==> src/hw/rtl/icmp_echo_reply_parser_assert.svh <==
// Assertion helpers shared by the parser modules.
`ifndef ICMP_ECHO_REPLY_PARSER_ASSERT_SVH
`define ICMP_ECHO_REPLY_PARSER_ASSERT_SVH

// Same-cycle implication, disabled while reset is asserted.
`define ICMP_ERP_ASSERT_IMPLIES(lbl, clk, rst_n, ante, cons, msg) \
  lbl: assert property (@(posedge clk) disable iff (!rst_n) (ante) |-> (cons)) \
    else $error(msg);

// Next-cycle implication, disabled while reset is asserted.
`define ICMP_ERP_ASSERT_NEXT(lbl, clk, rst_n, ante, cons, msg) \
  lbl: assert property (@(posedge clk) disable iff (!rst_n) (ante) |=> (cons)) \
    else $error(msg);

`endif

==> src/hw/rtl/icmp_erp_pkg.sv <==
package icmp_erp_pkg;

  localparam int MAX_PACKET_BYTES  = 2048;
  localparam int MICROS_PER_SECOND = 1000000;
  localparam int ICMP_MIN_BYTES    = 8;
  localparam int REPLY_MIN_BYTES   = 16;
  localparam int APB_ADDR_W        = 3;

  localparam logic [7:0] PROTO_ICMP      = 8'd1;
  localparam logic [7:0] TYPE_ECHO_REPLY = 8'd0;

  typedef enum logic [2:0] {
    ST_REPLY_OK    = 3'd0,
    ST_NOT_ICMP    = 3'd1,
    ST_TOO_SHORT   = 3'd2,
    ST_WRONG_ID    = 3'd3,
    ST_REPLY_SHORT = 3'd4,
    ST_OTHER_TYPE  = 3'd5,
    ST_IGNORED     = 3'd6
  } status_e;

  typedef enum logic [0:0] {
    REG_OWN_IDENTIFIER = 1'b0,
    REG_REPORT_OTHER   = 1'b1
  } reg_idx_e;

  // Everything the classifier needs from one finished packet.
  typedef struct packed {
    logic [11:0] icmp_length;
    logic        len_short;
    logic        reply_short;
    logic [7:0]  protocol;
    logic [7:0]  ttl;
    logic [7:0]  msg_type;
    logic [7:0]  msg_code;
    logic [15:0] identifier;
    logic [15:0] seq_num;
    logic [31:0] sent_seconds;
    logic [31:0] sent_micros;
    logic [31:0] rcv_seconds;
    logic [19:0] rcv_micros;
  } pkt_snap_t;

endpackage

==> src/hw/rtl/icmp_erp_if.sv <==
interface icmp_erp_in_if;
  logic        valid;
  logic        ready;
  logic [7:0]  data_byte;
  logic        last_byte;
  logic [31:0] receive_seconds;
  logic [19:0] receive_micros;

  modport source (output valid, data_byte, last_byte, receive_seconds, receive_micros,
                  input ready);
  modport sink   (input valid, data_byte, last_byte, receive_seconds, receive_micros,
                  output ready);
endinterface

interface icmp_erp_out_if;
  logic               valid;
  logic               ready;
  logic [2:0]         status;
  logic [11:0]        icmp_length;
  logic [15:0]        sequence_number;
  logic [7:0]         time_to_live;
  logic [7:0]         message_type;
  logic [7:0]         message_code;
  logic [15:0]        seen_identifier;
  logic signed [31:0] trip_seconds;
  logic [19:0]        trip_micros;

  modport source (output valid, status, icmp_length, sequence_number, time_to_live,
                  message_type, message_code, seen_identifier, trip_seconds, trip_micros,
                  input ready);
  modport sink   (input valid, status, icmp_length, sequence_number, time_to_live,
                  message_type, message_code, seen_identifier, trip_seconds, trip_micros,
                  output ready);
endinterface

==> src/hw/rtl/icmp_erp_capture.sv <==
`include "icmp_echo_reply_parser_assert.svh"

module icmp_erp_capture #(
  parameter int MaxPacketBytes = icmp_erp_pkg::MAX_PACKET_BYTES
) (
  input  logic                   clk_i,
  input  logic                   rst_ni,
  icmp_erp_in_if.sink            pkt_i,
  input  logic                   snap_ready_i,
  output logic                   snap_valid_o,
  output icmp_erp_pkg::pkt_snap_t snap_o
);

  localparam int PosW = $clog2(MaxPacketBytes + 1);
  localparam int CmpW = (PosW > 12) ? PosW : 12;

  logic [PosW-1:0] pos_q, pos_d, cap_pos;
  logic [5:0]      hdr_q, hdr_d, cap_hdr, hl_cur;
  logic [7:0]      proto_q, proto_d, cap_proto;
  logic [7:0]      ttl_q, ttl_d, cap_ttl;
  logic [7:0]      type_q, type_d, cap_type;
  logic [7:0]      code_q, code_d, cap_code;
  logic [15:0]     id_q, id_d, cap_id;
  logic [15:0]     seq_q, seq_d, cap_seq;
  logic [31:0]     ssec_q, ssec_d, cap_ssec;
  logic [31:0]     sus_q, sus_d, cap_sus;

  logic            accept, last, cap_en, at_zero, in_icmp, k_small;
  logic [CmpW-1:0] k, tot_ext, hdr_ext, icmp_full, icmp_len;
  logic [3:0]      k_lo;
  logic            hdr_over;

  logic                    snap_valid_q;
  icmp_erp_pkg::pkt_snap_t snap_q, snap_d;

  assign accept       = pkt_i.valid & pkt_i.ready;
  assign last         = pkt_i.last_byte;
  assign pkt_i.ready  = ~snap_valid_q | snap_ready_i;
  assign snap_valid_o = snap_valid_q;
  assign snap_o       = snap_q;

  // Offset of the current byte inside the ICMP part; the first byte may
  // set the header length and be an ICMP byte at once.
  assign cap_en  = pos_q < PosW'(MaxPacketBytes);
  assign at_zero = pos_q == '0;
  assign hl_cur  = at_zero ? {pkt_i.data_byte[3:0], 2'b00} : hdr_q;
  assign in_icmp = CmpW'(pos_q) >= CmpW'(hl_cur);
  assign k       = CmpW'(pos_q) - CmpW'(hl_cur);
  assign k_small = k < CmpW'(16);
  assign k_lo    = k[3:0];

  always_comb begin
    cap_pos   = pos_q;
    cap_hdr   = hdr_q;
    cap_proto = proto_q;
    cap_ttl   = ttl_q;
    cap_type  = type_q;
    cap_code  = code_q;
    cap_id    = id_q;
    cap_seq   = seq_q;
    cap_ssec  = ssec_q;
    cap_sus   = sus_q;
    if (cap_en) begin
      cap_pos = pos_q + PosW'(1);
      if (at_zero) begin
        cap_hdr = hl_cur;
      end
      if (pos_q == PosW'(8)) begin
        cap_ttl = pkt_i.data_byte;
      end
      if (pos_q == PosW'(9)) begin
        cap_proto = pkt_i.data_byte;
      end
      if (in_icmp && k_small) begin
        case (k_lo)
          4'd0: cap_type = pkt_i.data_byte;
          4'd1: cap_code = pkt_i.data_byte;
          4'd4, 4'd5: cap_id[{k_lo[0], 3'b000} +: 8] = pkt_i.data_byte;
          4'd6, 4'd7: cap_seq[{k_lo[0], 3'b000} +: 8] = pkt_i.data_byte;
          4'd8, 4'd9, 4'd10, 4'd11: cap_ssec[{k_lo[1:0], 3'b000} +: 8] = pkt_i.data_byte;
          4'd12, 4'd13, 4'd14, 4'd15: cap_sus[{k_lo[1:0], 3'b000} +: 8] = pkt_i.data_byte;
          default: ;
        endcase
      end
    end
  end

  // Length checks on the packet as it stands after this byte.
  assign tot_ext   = CmpW'(cap_pos);
  assign hdr_ext   = CmpW'(cap_hdr);
  assign hdr_over  = tot_ext < hdr_ext;
  assign icmp_full = tot_ext - hdr_ext;
  assign icmp_len  = hdr_over ? '0 : icmp_full;

  always_comb begin
    snap_d.icmp_length  = icmp_len[11:0];
    snap_d.len_short    = hdr_over | (icmp_len < CmpW'(icmp_erp_pkg::ICMP_MIN_BYTES));
    snap_d.reply_short  = icmp_len < CmpW'(icmp_erp_pkg::REPLY_MIN_BYTES);
    snap_d.protocol     = cap_proto;
    snap_d.ttl          = cap_ttl;
    snap_d.msg_type     = cap_type;
    snap_d.msg_code     = cap_code;
    snap_d.identifier   = cap_id;
    snap_d.seq_num      = cap_seq;
    snap_d.sent_seconds = cap_ssec;
    snap_d.sent_micros  = cap_sus;
    snap_d.rcv_seconds  = pkt_i.receive_seconds;
    snap_d.rcv_micros   = pkt_i.receive_micros;
  end

  // Advance on a transfer; drop all packet state after the last byte.
  always_comb begin
    pos_d   = pos_q;
    hdr_d   = hdr_q;
    proto_d = proto_q;
    ttl_d   = ttl_q;
    type_d  = type_q;
    code_d  = code_q;
    id_d    = id_q;
    seq_d   = seq_q;
    ssec_d  = ssec_q;
    sus_d   = sus_q;
    if (accept && last) begin
      pos_d   = '0;
      hdr_d   = '0;
      proto_d = '0;
      ttl_d   = '0;
      type_d  = '0;
      code_d  = '0;
      id_d    = '0;
      seq_d   = '0;
      ssec_d  = '0;
      sus_d   = '0;
    end else if (accept) begin
      pos_d   = cap_pos;
      hdr_d   = cap_hdr;
      proto_d = cap_proto;
      ttl_d   = cap_ttl;
      type_d  = cap_type;
      code_d  = cap_code;
      id_d    = cap_id;
      seq_d   = cap_seq;
      ssec_d  = cap_ssec;
      sus_d   = cap_sus;
    end
  end

  always_ff @(posedge clk_i or negedge rst_ni) begin
    if (!rst_ni) begin
      pos_q        <= '0;
      hdr_q        <= '0;
      proto_q      <= '0;
      ttl_q        <= '0;
      type_q       <= '0;
      code_q       <= '0;
      id_q         <= '0;
      seq_q        <= '0;
      ssec_q       <= '0;
      sus_q        <= '0;
      snap_valid_q <= 1'b0;
    end else begin
      pos_q   <= pos_d;
      hdr_q   <= hdr_d;
      proto_q <= proto_d;
      ttl_q   <= ttl_d;
      type_q  <= type_d;
      code_q  <= code_d;
      id_q    <= id_d;
      seq_q   <= seq_d;
      ssec_q  <= ssec_d;
      sus_q   <= sus_d;
      if (accept && last) begin
        snap_valid_q <= 1'b1;
      end else if (snap_ready_i) begin
        snap_valid_q <= 1'b0;
      end
    end
  end

  always_ff @(posedge clk_i) begin
    if (accept && last) begin
      snap_q <= snap_d;
    end
  end

  `ICMP_ERP_ASSERT_NEXT(a_last_fills_snap, clk_i, rst_ni, accept && last,
                        snap_valid_q, "last byte did not fill snapshot")
  `ICMP_ERP_ASSERT_NEXT(a_last_clears_pos, clk_i, rst_ni, accept && last,
                        pos_q == '0, "byte count not cleared after last byte")
  `ICMP_ERP_ASSERT_IMPLIES(a_pos_bound, clk_i, rst_ni, 1'b1,
                           pos_q <= PosW'(MaxPacketBytes), "byte count past maximum")

endmodule

==> src/hw/rtl/icmp_erp_classify.sv <==
`include "icmp_echo_reply_parser_assert.svh"

module icmp_erp_classify (
  input  logic                    clk_i,
  input  logic                    rst_ni,
  input  logic [15:0]             own_identifier_i,
  input  logic                    report_other_types_i,
  input  logic                    snap_valid_i,
  input  icmp_erp_pkg::pkt_snap_t snap_i,
  output logic                    snap_ready_o,
  icmp_erp_out_if.source          res_o
);

  localparam logic [33:0] UsPerSec = 34'(icmp_erp_pkg::MICROS_PER_SECOND);
  localparam logic [33:0] UsMax    = 34'(icmp_erp_pkg::MICROS_PER_SECOND - 1);

  logic                  valid_q;
  icmp_erp_pkg::status_e status_d, status_q;
  logic [31:0]           tsec_d, tsec_q;
  logic [19:0]           tus_d, tus_q;
  logic [11:0]           len_q;
  logic [15:0]           seq_q, id_q;
  logic [7:0]            ttl_q, type_q, code_q;

  logic [33:0] us_diff, us_adj;
  logic        borrow;
  logic [19:0] us_clamped;
  logic [31:0] sec_diff;
  logic        take;

  assign snap_ready_o = ~valid_q | res_o.ready;
  assign take         = snap_valid_i & snap_ready_o;

  // Round trip: a single borrow from the seconds, then clamp the microseconds.
  assign us_diff  = {14'd0, snap_i.rcv_micros} - {2'b00, snap_i.sent_micros};
  assign borrow   = us_diff[33];
  assign us_adj   = borrow ? us_diff + UsPerSec : us_diff;
  assign sec_diff = snap_i.rcv_seconds - {31'd0, borrow} - snap_i.sent_seconds;

  always_comb begin
    if (us_adj[33]) begin
      us_clamped = '0;
    end else if (us_adj > UsMax) begin
      us_clamped = UsMax[19:0];
    end else begin
      us_clamped = us_adj[19:0];
    end
  end

  always_comb begin
    tsec_d = '0;
    tus_d  = '0;
    if (snap_i.protocol != icmp_erp_pkg::PROTO_ICMP) begin
      status_d = icmp_erp_pkg::ST_NOT_ICMP;
    end else if (snap_i.len_short) begin
      status_d = icmp_erp_pkg::ST_TOO_SHORT;
    end else if (snap_i.msg_type == icmp_erp_pkg::TYPE_ECHO_REPLY) begin
      if (snap_i.identifier != own_identifier_i) begin
        status_d = icmp_erp_pkg::ST_WRONG_ID;
      end else if (snap_i.reply_short) begin
        status_d = icmp_erp_pkg::ST_REPLY_SHORT;
      end else begin
        status_d = icmp_erp_pkg::ST_REPLY_OK;
        tsec_d   = sec_diff;
        tus_d    = us_clamped;
      end
    end else if (report_other_types_i) begin
      status_d = icmp_erp_pkg::ST_OTHER_TYPE;
    end else begin
      status_d = icmp_erp_pkg::ST_IGNORED;
    end
  end

  always_ff @(posedge clk_i or negedge rst_ni) begin
    if (!rst_ni) begin
      valid_q <= 1'b0;
    end else if (snap_ready_o) begin
      valid_q <= snap_valid_i;
    end
  end

  always_ff @(posedge clk_i) begin
    if (take) begin
      status_q <= status_d;
      tsec_q   <= tsec_d;
      tus_q    <= tus_d;
      len_q    <= snap_i.icmp_length;
      seq_q    <= snap_i.seq_num;
      id_q     <= snap_i.identifier;
      ttl_q    <= snap_i.ttl;
      type_q   <= snap_i.msg_type;
      code_q   <= snap_i.msg_code;
    end
  end

  assign res_o.valid           = valid_q;
  assign res_o.status          = status_q;
  assign res_o.icmp_length     = len_q;
  assign res_o.sequence_number = seq_q;
  assign res_o.time_to_live    = ttl_q;
  assign res_o.message_type    = type_q;
  assign res_o.message_code    = code_q;
  assign res_o.seen_identifier = id_q;
  assign res_o.trip_seconds    = $signed(tsec_q);
  assign res_o.trip_micros     = tus_q;

  `ICMP_ERP_ASSERT_IMPLIES(a_trip_zero, clk_i, rst_ni, valid_q && (status_q != icmp_erp_pkg::ST_REPLY_OK), (tsec_q == '0) && (tus_q == '0), "trip time set on a non-reply result")
  `ICMP_ERP_ASSERT_IMPLIES(a_micros_range, clk_i, rst_ni, valid_q, tus_q <= UsMax[19:0], "trip microseconds out of range")

endmodule

==> src/hw/rtl/icmp_echo_reply_parser.sv <==
// Channel   | Dir | Transfer moves                         | Rate
// pkt_i     | in  | one packet byte, last flag, rx time    | one byte per cycle while ready
// res_o     | out | one status with captured fields, trip  | one per packet
// APB       | in  | own identifier, report-other-types     | write, no wait states
//
// A byte is taken every cycle while the snapshot stage can move on.
// After the transfer of the last byte the result passes through the packet
// snapshot register and then the result register.
// Reset (rst_ni low) clears byte count, captured fields, config registers, valids.
// A stalled result holds; a second finished packet waits in the snapshot
// stage, and only then does pkt_i.ready drop.
module icmp_echo_reply_parser #(
  parameter int MaxPacketBytes = icmp_erp_pkg::MAX_PACKET_BYTES
) (
  input  logic                                clk_i,
  input  logic                                rst_ni,
  icmp_erp_in_if.sink                         pkt_i,
  icmp_erp_out_if.source                      res_o,
  input  logic                                psel,
  input  logic                                penable,
  input  logic                                pwrite,
  input  logic [icmp_erp_pkg::APB_ADDR_W-1:0] paddr,
  input  logic [31:0]                         pwdata,
  output logic [31:0]                         prdata,
  output logic                                pready
);

  logic [15:0] own_id_q;
  logic        report_q;
  logic        cfg_wr;

  logic                    snap_valid;
  logic                    snap_ready;
  icmp_erp_pkg::pkt_snap_t snap;

  icmp_erp_pkg::reg_idx_e reg_idx;

  // Register file: byte addresses, the index is address bit 2, the word number.
  assign pready  = 1'b1;
  assign cfg_wr  = psel & penable & pwrite & pready;
  assign reg_idx = icmp_erp_pkg::reg_idx_e'(paddr[2]);

  always_ff @(posedge clk_i or negedge rst_ni) begin
    if (!rst_ni) begin
      own_id_q <= '0;
      report_q <= 1'b0;
    end else if (cfg_wr) begin
      case (reg_idx)
        icmp_erp_pkg::REG_OWN_IDENTIFIER: own_id_q <= pwdata[15:0];
        icmp_erp_pkg::REG_REPORT_OTHER:   report_q <= pwdata[0];
        default: ;
      endcase
    end
  end

  always_comb begin
    case (reg_idx)
      icmp_erp_pkg::REG_OWN_IDENTIFIER: prdata = {16'd0, own_id_q};
      icmp_erp_pkg::REG_REPORT_OTHER:   prdata = {31'd0, report_q};
      default:                          prdata = '0;
    endcase
  end

  // Byte capture: counts the packet, picks fields at fixed offsets and
  // hands a snapshot on at the last byte.
  icmp_erp_capture #(
    .MaxPacketBytes(MaxPacketBytes)
  ) u_capture (
    .clk_i       (clk_i),
    .rst_ni      (rst_ni),
    .pkt_i       (pkt_i),
    .snap_ready_i(snap_ready),
    .snap_valid_o(snap_valid),
    .snap_o      (snap)
  );

  // Classification and round-trip arithmetic into the result register.
  icmp_erp_classify u_classify (
    .clk_i               (clk_i),
    .rst_ni              (rst_ni),
    .own_identifier_i    (own_id_q),
    .report_other_types_i(report_q),
    .snap_valid_i        (snap_valid),
    .snap_i              (snap),
    .snap_ready_o        (snap_ready),
    .res_o               (res_o)
  );

endmodule

==> src/flat_wrapper.sv <==
// flat-port wrapper written by rule: the top's interface ports become plain ports
module icmp_echo_reply_parser_flat 
#(
  parameter int MaxPacketBytes = icmp_erp_pkg::MAX_PACKET_BYTES
)
  (clk_i, rst_ni, psel, penable, pwrite, paddr, pwdata, prdata, pready, pkt_i_valid, pkt_i_data_byte, pkt_i_last_byte, pkt_i_receive_seconds, pkt_i_receive_micros, pkt_i_ready, res_o_valid, res_o_status, res_o_icmp_length, res_o_sequence_number, res_o_time_to_live, res_o_message_type, res_o_message_code, res_o_seen_identifier, res_o_trip_seconds, res_o_trip_micros, res_o_ready);
  icmp_erp_in_if pkt_i_i ();
  icmp_erp_out_if res_o_i ();
  input  logic clk_i;
  input  logic rst_ni;
  input  logic psel;
  input  logic penable;
  input  logic pwrite;
  input  logic [icmp_erp_pkg::APB_ADDR_W-1:0] paddr;
  input  logic [31:0] pwdata;
  output logic [31:0] prdata;
  output logic pready;
  input wire logic [$bits(pkt_i_i.valid)-1:0] pkt_i_valid;
  input wire logic [$bits(pkt_i_i.data_byte)-1:0] pkt_i_data_byte;
  input wire logic [$bits(pkt_i_i.last_byte)-1:0] pkt_i_last_byte;
  input wire logic [$bits(pkt_i_i.receive_seconds)-1:0] pkt_i_receive_seconds;
  input wire logic [$bits(pkt_i_i.receive_micros)-1:0] pkt_i_receive_micros;
  output wire logic [$bits(pkt_i_i.ready)-1:0] pkt_i_ready;
  output wire logic [$bits(res_o_i.valid)-1:0] res_o_valid;
  output wire logic [$bits(res_o_i.status)-1:0] res_o_status;
  output wire logic [$bits(res_o_i.icmp_length)-1:0] res_o_icmp_length;
  output wire logic [$bits(res_o_i.sequence_number)-1:0] res_o_sequence_number;
  output wire logic [$bits(res_o_i.time_to_live)-1:0] res_o_time_to_live;
  output wire logic [$bits(res_o_i.message_type)-1:0] res_o_message_type;
  output wire logic [$bits(res_o_i.message_code)-1:0] res_o_message_code;
  output wire logic [$bits(res_o_i.seen_identifier)-1:0] res_o_seen_identifier;
  output wire logic [$bits(res_o_i.trip_seconds)-1:0] res_o_trip_seconds;
  output wire logic [$bits(res_o_i.trip_micros)-1:0] res_o_trip_micros;
  input wire logic [$bits(res_o_i.ready)-1:0] res_o_ready;
  assign pkt_i_i.valid = pkt_i_valid;
  assign pkt_i_i.data_byte = pkt_i_data_byte;
  assign pkt_i_i.last_byte = pkt_i_last_byte;
  assign pkt_i_i.receive_seconds = pkt_i_receive_seconds;
  assign pkt_i_i.receive_micros = pkt_i_receive_micros;
  assign pkt_i_ready = pkt_i_i.ready;
  assign res_o_valid = res_o_i.valid;
  assign res_o_status = res_o_i.status;
  assign res_o_icmp_length = res_o_i.icmp_length;
  assign res_o_sequence_number = res_o_i.sequence_number;
  assign res_o_time_to_live = res_o_i.time_to_live;
  assign res_o_message_type = res_o_i.message_type;
  assign res_o_message_code = res_o_i.message_code;
  assign res_o_seen_identifier = res_o_i.seen_identifier;
  assign res_o_trip_seconds = res_o_i.trip_seconds;
  assign res_o_trip_micros = res_o_i.trip_micros;
  assign res_o_i.ready = res_o_ready;
  icmp_echo_reply_parser #(.MaxPacketBytes(MaxPacketBytes)) u_core (.clk_i(clk_i), .rst_ni(rst_ni), .pkt_i(pkt_i_i), .res_o(res_o_i), .psel(psel), .penable(penable), .pwrite(pwrite), .paddr(paddr), .pwdata(pwdata), .prdata(prdata), .pready(pready));
endmodule
==> config.mk <==
export PLATFORM = sky130hd
export DESIGN_NAME = icmp_echo_reply_parser_flat
export DESIGN_NICKNAME = d
export VERILOG_FILES = /design/src/hw/rtl/icmp_erp_pkg.sv /design/src/hw/rtl/icmp_erp_if.sv /design/src/hw/rtl/icmp_erp_capture.sv /design/src/hw/rtl/icmp_erp_classify.sv /design/src/hw/rtl/icmp_echo_reply_parser.sv /design/src/flat_wrapper.sv
export VERILOG_INCLUDE_DIRS = /design/src /design/src/hw/rtl
export SDC_FILE = /design/constraint.sdc
export NUM_CORES = 1
export LEC_CHECK = 0
export BUFFER_PORTS_ARGS = -buffer_cell sky130_fd_sc_hd__clkbuf_2
export CAP_MARGIN = 5
export CORE_MARGIN = 2
export CORE_UTILIZATION = 59
export DETAILED_ROUTE_END_ITERATION = 10
export GPL_TIMING_DRIVEN = 1
export PLACE_DENSITY_LB_ADDON = 0.08
export REMOVE_ABC_BUFFERS = 1
export SLEW_MARGIN = 20
export SYNTH_ARGS = -nofsm -noshare
export SYNTH_HDL_FRONTEND = slang
export SYNTH_SLANG_ARGS = --single-unit
==> constraint.sdc <==
create_clock -name clk_i -period 6.32 [get_ports clk_i]
set_clock_uncertainty 0.15 [all_clocks]
set_input_delay 0.948 -clock clk_i [delete_from_list [all_inputs] [get_ports clk_i]]
set_output_delay 0.948 -clock clk_i [all_outputs]
set_load 0.03 [all_outputs]
==> insert_results.sql <==
INSERT INTO impl_metrics (metric_group, metric, value, unit) VALUES
('run_status', 'result_of_the_run', 'complete, no violations', ''),
('placed_design', 'placed_cells_incl_taps', '2721', ''),
('clock_network', 'clock_latency', '0.61', 'ns'),
('logic_synthesis', 'synth_top_area_share', '39.9', '%'),
('timing', 'max_slew_headroom', '34.2', '%'),
('layout', 'num_antenna_cells', '0', ''),
('logic_synthesis', 'yosys_warnings', '0', ''),
('layout', 'final_common_cell', 'sky130_fd_sc_hd__edfxtp_1', ''),
('floorplanning', 'boundaryPins', '261', ''),
('timing', 'tns', '0', 'ns'),
('route', 'drt_first_iter_violations', '1148', ''),
('timing', 'fin_crit_sh', '86.6', '%'),
('critical_path', 'timing.setup.critical_path_class', 'flop to flop', ''),
('timing', 'rsz0062_at_grt', 'false', ''),
('clock_network', 'cts_root_buf', 'sky130_fd_sc_hd__clkbuf_16', ''),
('placed_design', 'postPlaceCellArea', '25500', 'sq um'),
('power', 'finalPower', '0.00795', 'W'),
('route', 'routedWlPerCell', '19.2', 'microns'),
('logic_synthesis', 'syn_avg_cell_area', '11.8', 'sq um'),
('timing', 'max_slew.worst_pin.slew', '0.985', 'ns'),
('logic_synthesis', 'synth_area_leaders', 'sky130_fd_sc_hd__edfxtp_1 (40%), sky130_fd_sc_hd__dfrtp_1 (17%), sky130_fd_sc_hd__ha_1 (5.5%)', ''),
('floorplanning', 'die_width', '205', 'microns'),
('critical_path', 'critPathCaptureType', 'flop', ''),
('power', 'vdd_drop_max', '0.000252', 'V'),
('route', 'routed_via_density', '5.73', ''),
('timing', 'period_minus_slack', '5.47', 'ns'),
('layout', 'finish.instance_area', '27100', 'sq um'),
('route', 'drt-total-wl', '54.1', 'mm'),
('logic_synthesis', 'ys_types', '86', ''),
('clock_network', 'cts.reportedPaths.clkPinSlew', '0.06', 'ns'),
('global_route', 'grt_start_max_net_pins', '109', ''),
('route', 'remaining_drc_errors', '0', ''),
('critical_path', 'critical_path_rt', '6.51', 'ns'),
('route', 'drt_pre_antenna_iters', '7', ''),
('placed_design', 'io_buffers', '225', ''),
('global_route', 'groute.usage.overall', '26.0', '%'),
('logic_synthesis', 'ffs_latches_synth', '482', ''),
('clock_network', 'setup_repair_bufs_after_cts', '0', ''),
('layout', 'finish.cell_count_without_fillers', '2814', ''),
('worst_hold_path', 'worstHoldPathType', 'input pin to async pin', ''),
('layout', 'final_cell_mix', 'sky130_fd_sc_hd__edfxtp_1 (317), sky130_fd_sc_hd__clkbuf_2 (224), sky130_fd_sc_hd__inv_1 (204), sky130_fd_sc_hd__nand2_1 (166), sky130_fd_sc_hd__dfrtp_1 (165)', ''),
('floorplanning', 'die_height', '205', 'microns'),
('clock_network', 'htree_levels', '2', ''),
('logic_synthesis', 'synth_edf_count', '317', ''),
('critical_path', 'cp_max_fo', '4', ''),
('global_route', 'gr-total-overflow', '0', ''),
('route', 'antenna_left', '0', ''),
('job', 'cap_violations', '0', ''),
('clock_network', 'holdBufCountCts', '0', ''),
('floorplanning', 'placement_rows', '73', ''),
('clock_network', 'cts.sinks', '482', ''),
('layout', 'area_growth', '13.7', '%'),
('floorplanning', 'die_area', '42100', 'sq um'),
('route', 'num_vias', '16100', ''),
('timing', 'report.final.slew_viol_count', '0', ''),
('global_route', 'grt_pass1_vias', '16100', ''),
('logic_synthesis', 'synth_largest_area_cell', 'sky130_fd_sc_hd__edfxtp_1', ''),
('logic_synthesis', 'syn_inst', '2027', ''),
('logic_synthesis', 'postSynth.topFlopCell', 'sky130_fd_sc_hd__edfxtp_1', ''),
('power', 'power_leakage', '12.5', 'nW'),
('timing', 'final-setup-viol-count', '0', ''),
('clock_network', 'ctsResizeCount', '0', ''),
('logic_synthesis', 'portion_of_the_post_synthesis_area_used_by_sequential_elements', '57.2', '%'),
('layout', 'share_of_post_route_cells_with_drive_strength_above_1', '18.8', '%'),
('power', 'power-per-cell-area', '293', 'nW/um^2'),
('layout', 'finalNetCount', '2460', ''),
('clock_network', 'cts_tree', 'done', ''),
('floorplanning', 'floorplan.core_area', '39800', 'sq um'),
('logic_synthesis', 'post_synthesis_instance_area', '23900', 'sq um'),
('logic_synthesis', 'fraction_of_registers_with_async_set_or_reset_after_synthesis', '34.2', '%'),
('critical_path', 'critical_path_arrival', '5.66', 'ns'),
('clock_network', 'clock_path_buffers', '3', ''),
('placed_design', 'detailedPlacementHpwl', '36.9', 'mm'),
('clock_network', 'cts-buffers-inserted', '50', ''),
('critical_path', 'worst_setup_path_start_kind', 'flop', ''),
('global_route', 'initial_antenna_violation_count', '0', ''),
('floorplanning', 'start_util', '59.9', '%'),
('placed_design', 'routabilityCongestion', '0.912', ''),
('timing', 'fmaxAchievable', '183', 'MHz'),
('global_route', 'grt_pass1_wl', '85.4', 'mm'),
('timing', 'report.final.hold_viol_count', '0', '');
==> sequential cells by signal, summed over array words and instances, names as in the netlist, 12 cells and up <==
name,count
u_core.u_capture.snap_o,194
u_core.u_capture.ssec_q,32
u_core.u_capture.sus_q,32
u_core.u_classify.res_o.trip_seconds,32
u_core.u_classify.res_o.trip_micros,20
u_core.own_id_q,16
u_core.u_capture.id_q,16
u_core.u_capture.seq_q,16
u_core.u_classify.res_o.seen_identifier,16
u_core.u_classify.res_o.sequence_number,16
u_core.u_capture.pos_q,12
u_core.u_classify.res_o.icmp_length,12
==> metrics by stage <==
| step | util (%) | setup WS [ns] | hold slack, ns |
|---|---|---|---|
| after floorplan | - | 0.203 | 0.250 |
| after global placement | 64.0 | 1.05 | 0.254 |
| after detailed placement | 64.0 | 0.967 | 0.255 |
| after CTS | 68.1 | 0.918 | 0.224 |
| after global routing | 68.1 | 0.319 | 0.264 |
| final | 68.1 | 0.846 | 0.197 |
==> logic make-up (layout without fill, tap and decap cells) <==
logic type,Yosys count,in the layout,share of synthesized area [%]
AOI/OAI and AO/OA,385,385,10.7
xor gates and xnor gates,86,86,3.16
adders and majority gates,109,109,5.87
buffers and inverters,295,542,4.96
DFF,482,482,57.2
muxes,161,161,7.20
other,2,17,0.0315
and+or+nand+nor,507,507,10.9
==> where the power goes <==
group	switching, W	leakage (nW)	internal, W
clock network	0.00124	0.808	0.00176
logic	0.000841	6.40	0.000459
registers	0.0000880	5.29	0.00356
==> final timing paths <==
path	startpoint	cells past startpoint	endpoint	slack [ns]
setup / recovery	u_core.u_capture.snap_o[52]$_DFFE_PP_	22	u_core.u_classify.res_o.trip_seconds[29]$_SDFFCE_PP0P_	0.85
hold / removal	rst_ni	1	u_core.own_id_q[12]$_DFFE_PN0P_	0.20
setup reg to reg	u_core.u_capture.snap_o[52]$_DFFE_PP_	22	u_core.u_classify.res_o.trip_seconds[29]$_SDFFCE_PP0P_	0.85
hold reg to reg	u_core.u_capture.snap_o[155]$_DFFE_PP_	0	u_core.u_classify.res_o.message_code[7]$_DFFE_PP_	0.27
max in group asynchronous	rst_ni	2	u_core.u_capture.ssec_q[30]$_DFFE_PN0P_	4.54
min in group clk_i	u_core.u_capture.snap_o[155]$_DFFE_PP_	0	u_core.u_classify.res_o.message_code[7]$_DFFE_PP_	0.27
==> final cells by class <==
| type | instances | area, sq um |
|---|---|---|
| clock buffer | 68 | 1350 |
| fill | 2956 | 12700 |
| sequential | 482 | 13600 |
| inverter | 208 | 786 |
| timing repair buffer | 241 | 1260 |
| tap | 525 | 657 |
| multi-input combinational | 1265 | 9110 |
| clock inverter | 25 | 318 |
==> layer usage <==
| metal | part of all wire, % | track usage, % |
|---|---|---|
| met2 | 49 | 44.5 |
| met3 | 5.4 | 3.53 |
| met5 | 0 | 0 |
| met4 | 2.4 | 8.02 |
| met1 | 43 | 34.7 |
==> critical path: stages (launching register included) <==
cell and delay [ns]:
sky130_fd_sc_hd__edfxtp_1 0.38, sky130_fd_sc_hd__ha_1 0.21, sky130_fd_sc_hd__fa_1 0.40, sky130_fd_sc_hd__nand2b_1 0.19
sky130_fd_sc_hd__a21oi_1 0.27, sky130_fd_sc_hd__o211ai_1 0.23, sky130_fd_sc_hd__a21boi_0 0.46, sky130_fd_sc_hd__o21ai_1 0.16
sky130_fd_sc_hd__inv_2 0.14, sky130_fd_sc_hd__fa_1 0.45, sky130_fd_sc_hd__inv_1 0.08, sky130_fd_sc_hd__ha_1 0.13
sky130_fd_sc_hd__o21ai_0 0.13, sky130_fd_sc_hd__a31oi_1 0.24, sky130_fd_sc_hd__o21ai_0 0.13, sky130_fd_sc_hd__a21oi_1 0.28
sky130_fd_sc_hd__o21ai_0 0.11, sky130_fd_sc_hd__buf_4 0.16, sky130_fd_sc_hd__o21ai_0 0.30, sky130_fd_sc_hd__a211oi_1 0.15
sky130_fd_sc_hd__o21ai_0 0.26, sky130_fd_sc_hd__xnor2_1 0.15, sky130_fd_sc_hd__nor2_1 0.05
==> synthesized netlist by cell type, types with 4 or more instances <==
cell / n
sky130_fd_sc_hd__nor4b_2: 7
sky130_fd_sc_hd__a211oi_1: 8
sky130_fd_sc_hd__nand2_1: 167
sky130_fd_sc_hd__edfxtp_1: 317
sky130_fd_sc_hd__or3_1: 13
sky130_fd_sc_hd__fa_1: 5
sky130_fd_sc_hd__buf_2: 4
sky130_fd_sc_hd__a21o_1: 29
sky130_fd_sc_hd__dfrtp_1: 165
sky130_fd_sc_hd__nor2b_1: 37
sky130_fd_sc_hd__o21ai_1: 4
sky130_fd_sc_hd__and2_1: 42
sky130_fd_sc_hd__and4_1: 4
sky130_fd_sc_hd__o21ai_0: 135
sky130_fd_sc_hd__o211a_1: 4
sky130_fd_sc_hd__nand3_1: 20
sky130_fd_sc_hd__mux2_2: 82
sky130_fd_sc_hd__ha_1: 104
sky130_fd_sc_hd__a21boi_0: 5
sky130_fd_sc_hd__o21bai_1: 7
sky130_fd_sc_hd__or2_2: 5
sky130_fd_sc_hd__xnor2_1: 55
sky130_fd_sc_hd__mux2i_1: 78
sky130_fd_sc_hd__a22o_1: 49
sky130_fd_sc_hd__nor2_1: 93
sky130_fd_sc_hd__clkbuf_1: 63
sky130_fd_sc_hd__o21a_1: 9
sky130_fd_sc_hd__nor3_1: 29
sky130_fd_sc_hd__a21oi_1: 60
sky130_fd_sc_hd__nand2b_1: 21
sky130_fd_sc_hd__a2111oi_0: 4
sky130_fd_sc_hd__a211o_1: 5
sky130_fd_sc_hd__o31ai_1: 6
sky130_fd_sc_hd__a31oi_1: 20
sky130_fd_sc_hd__nand4_1: 20
sky130_fd_sc_hd__buf_4: 17
sky130_fd_sc_hd__xor2_1: 31
sky130_fd_sc_hd__nor3b_1: 6
sky130_fd_sc_hd__o211ai_1: 7
sky130_fd_sc_hd__inv_1: 205
sky130_fd_sc_hd__nor4_1: 13
sky130_fd_sc_hd__and3_1: 11
No activity file was read; power rests on OpenSTA's default activity.
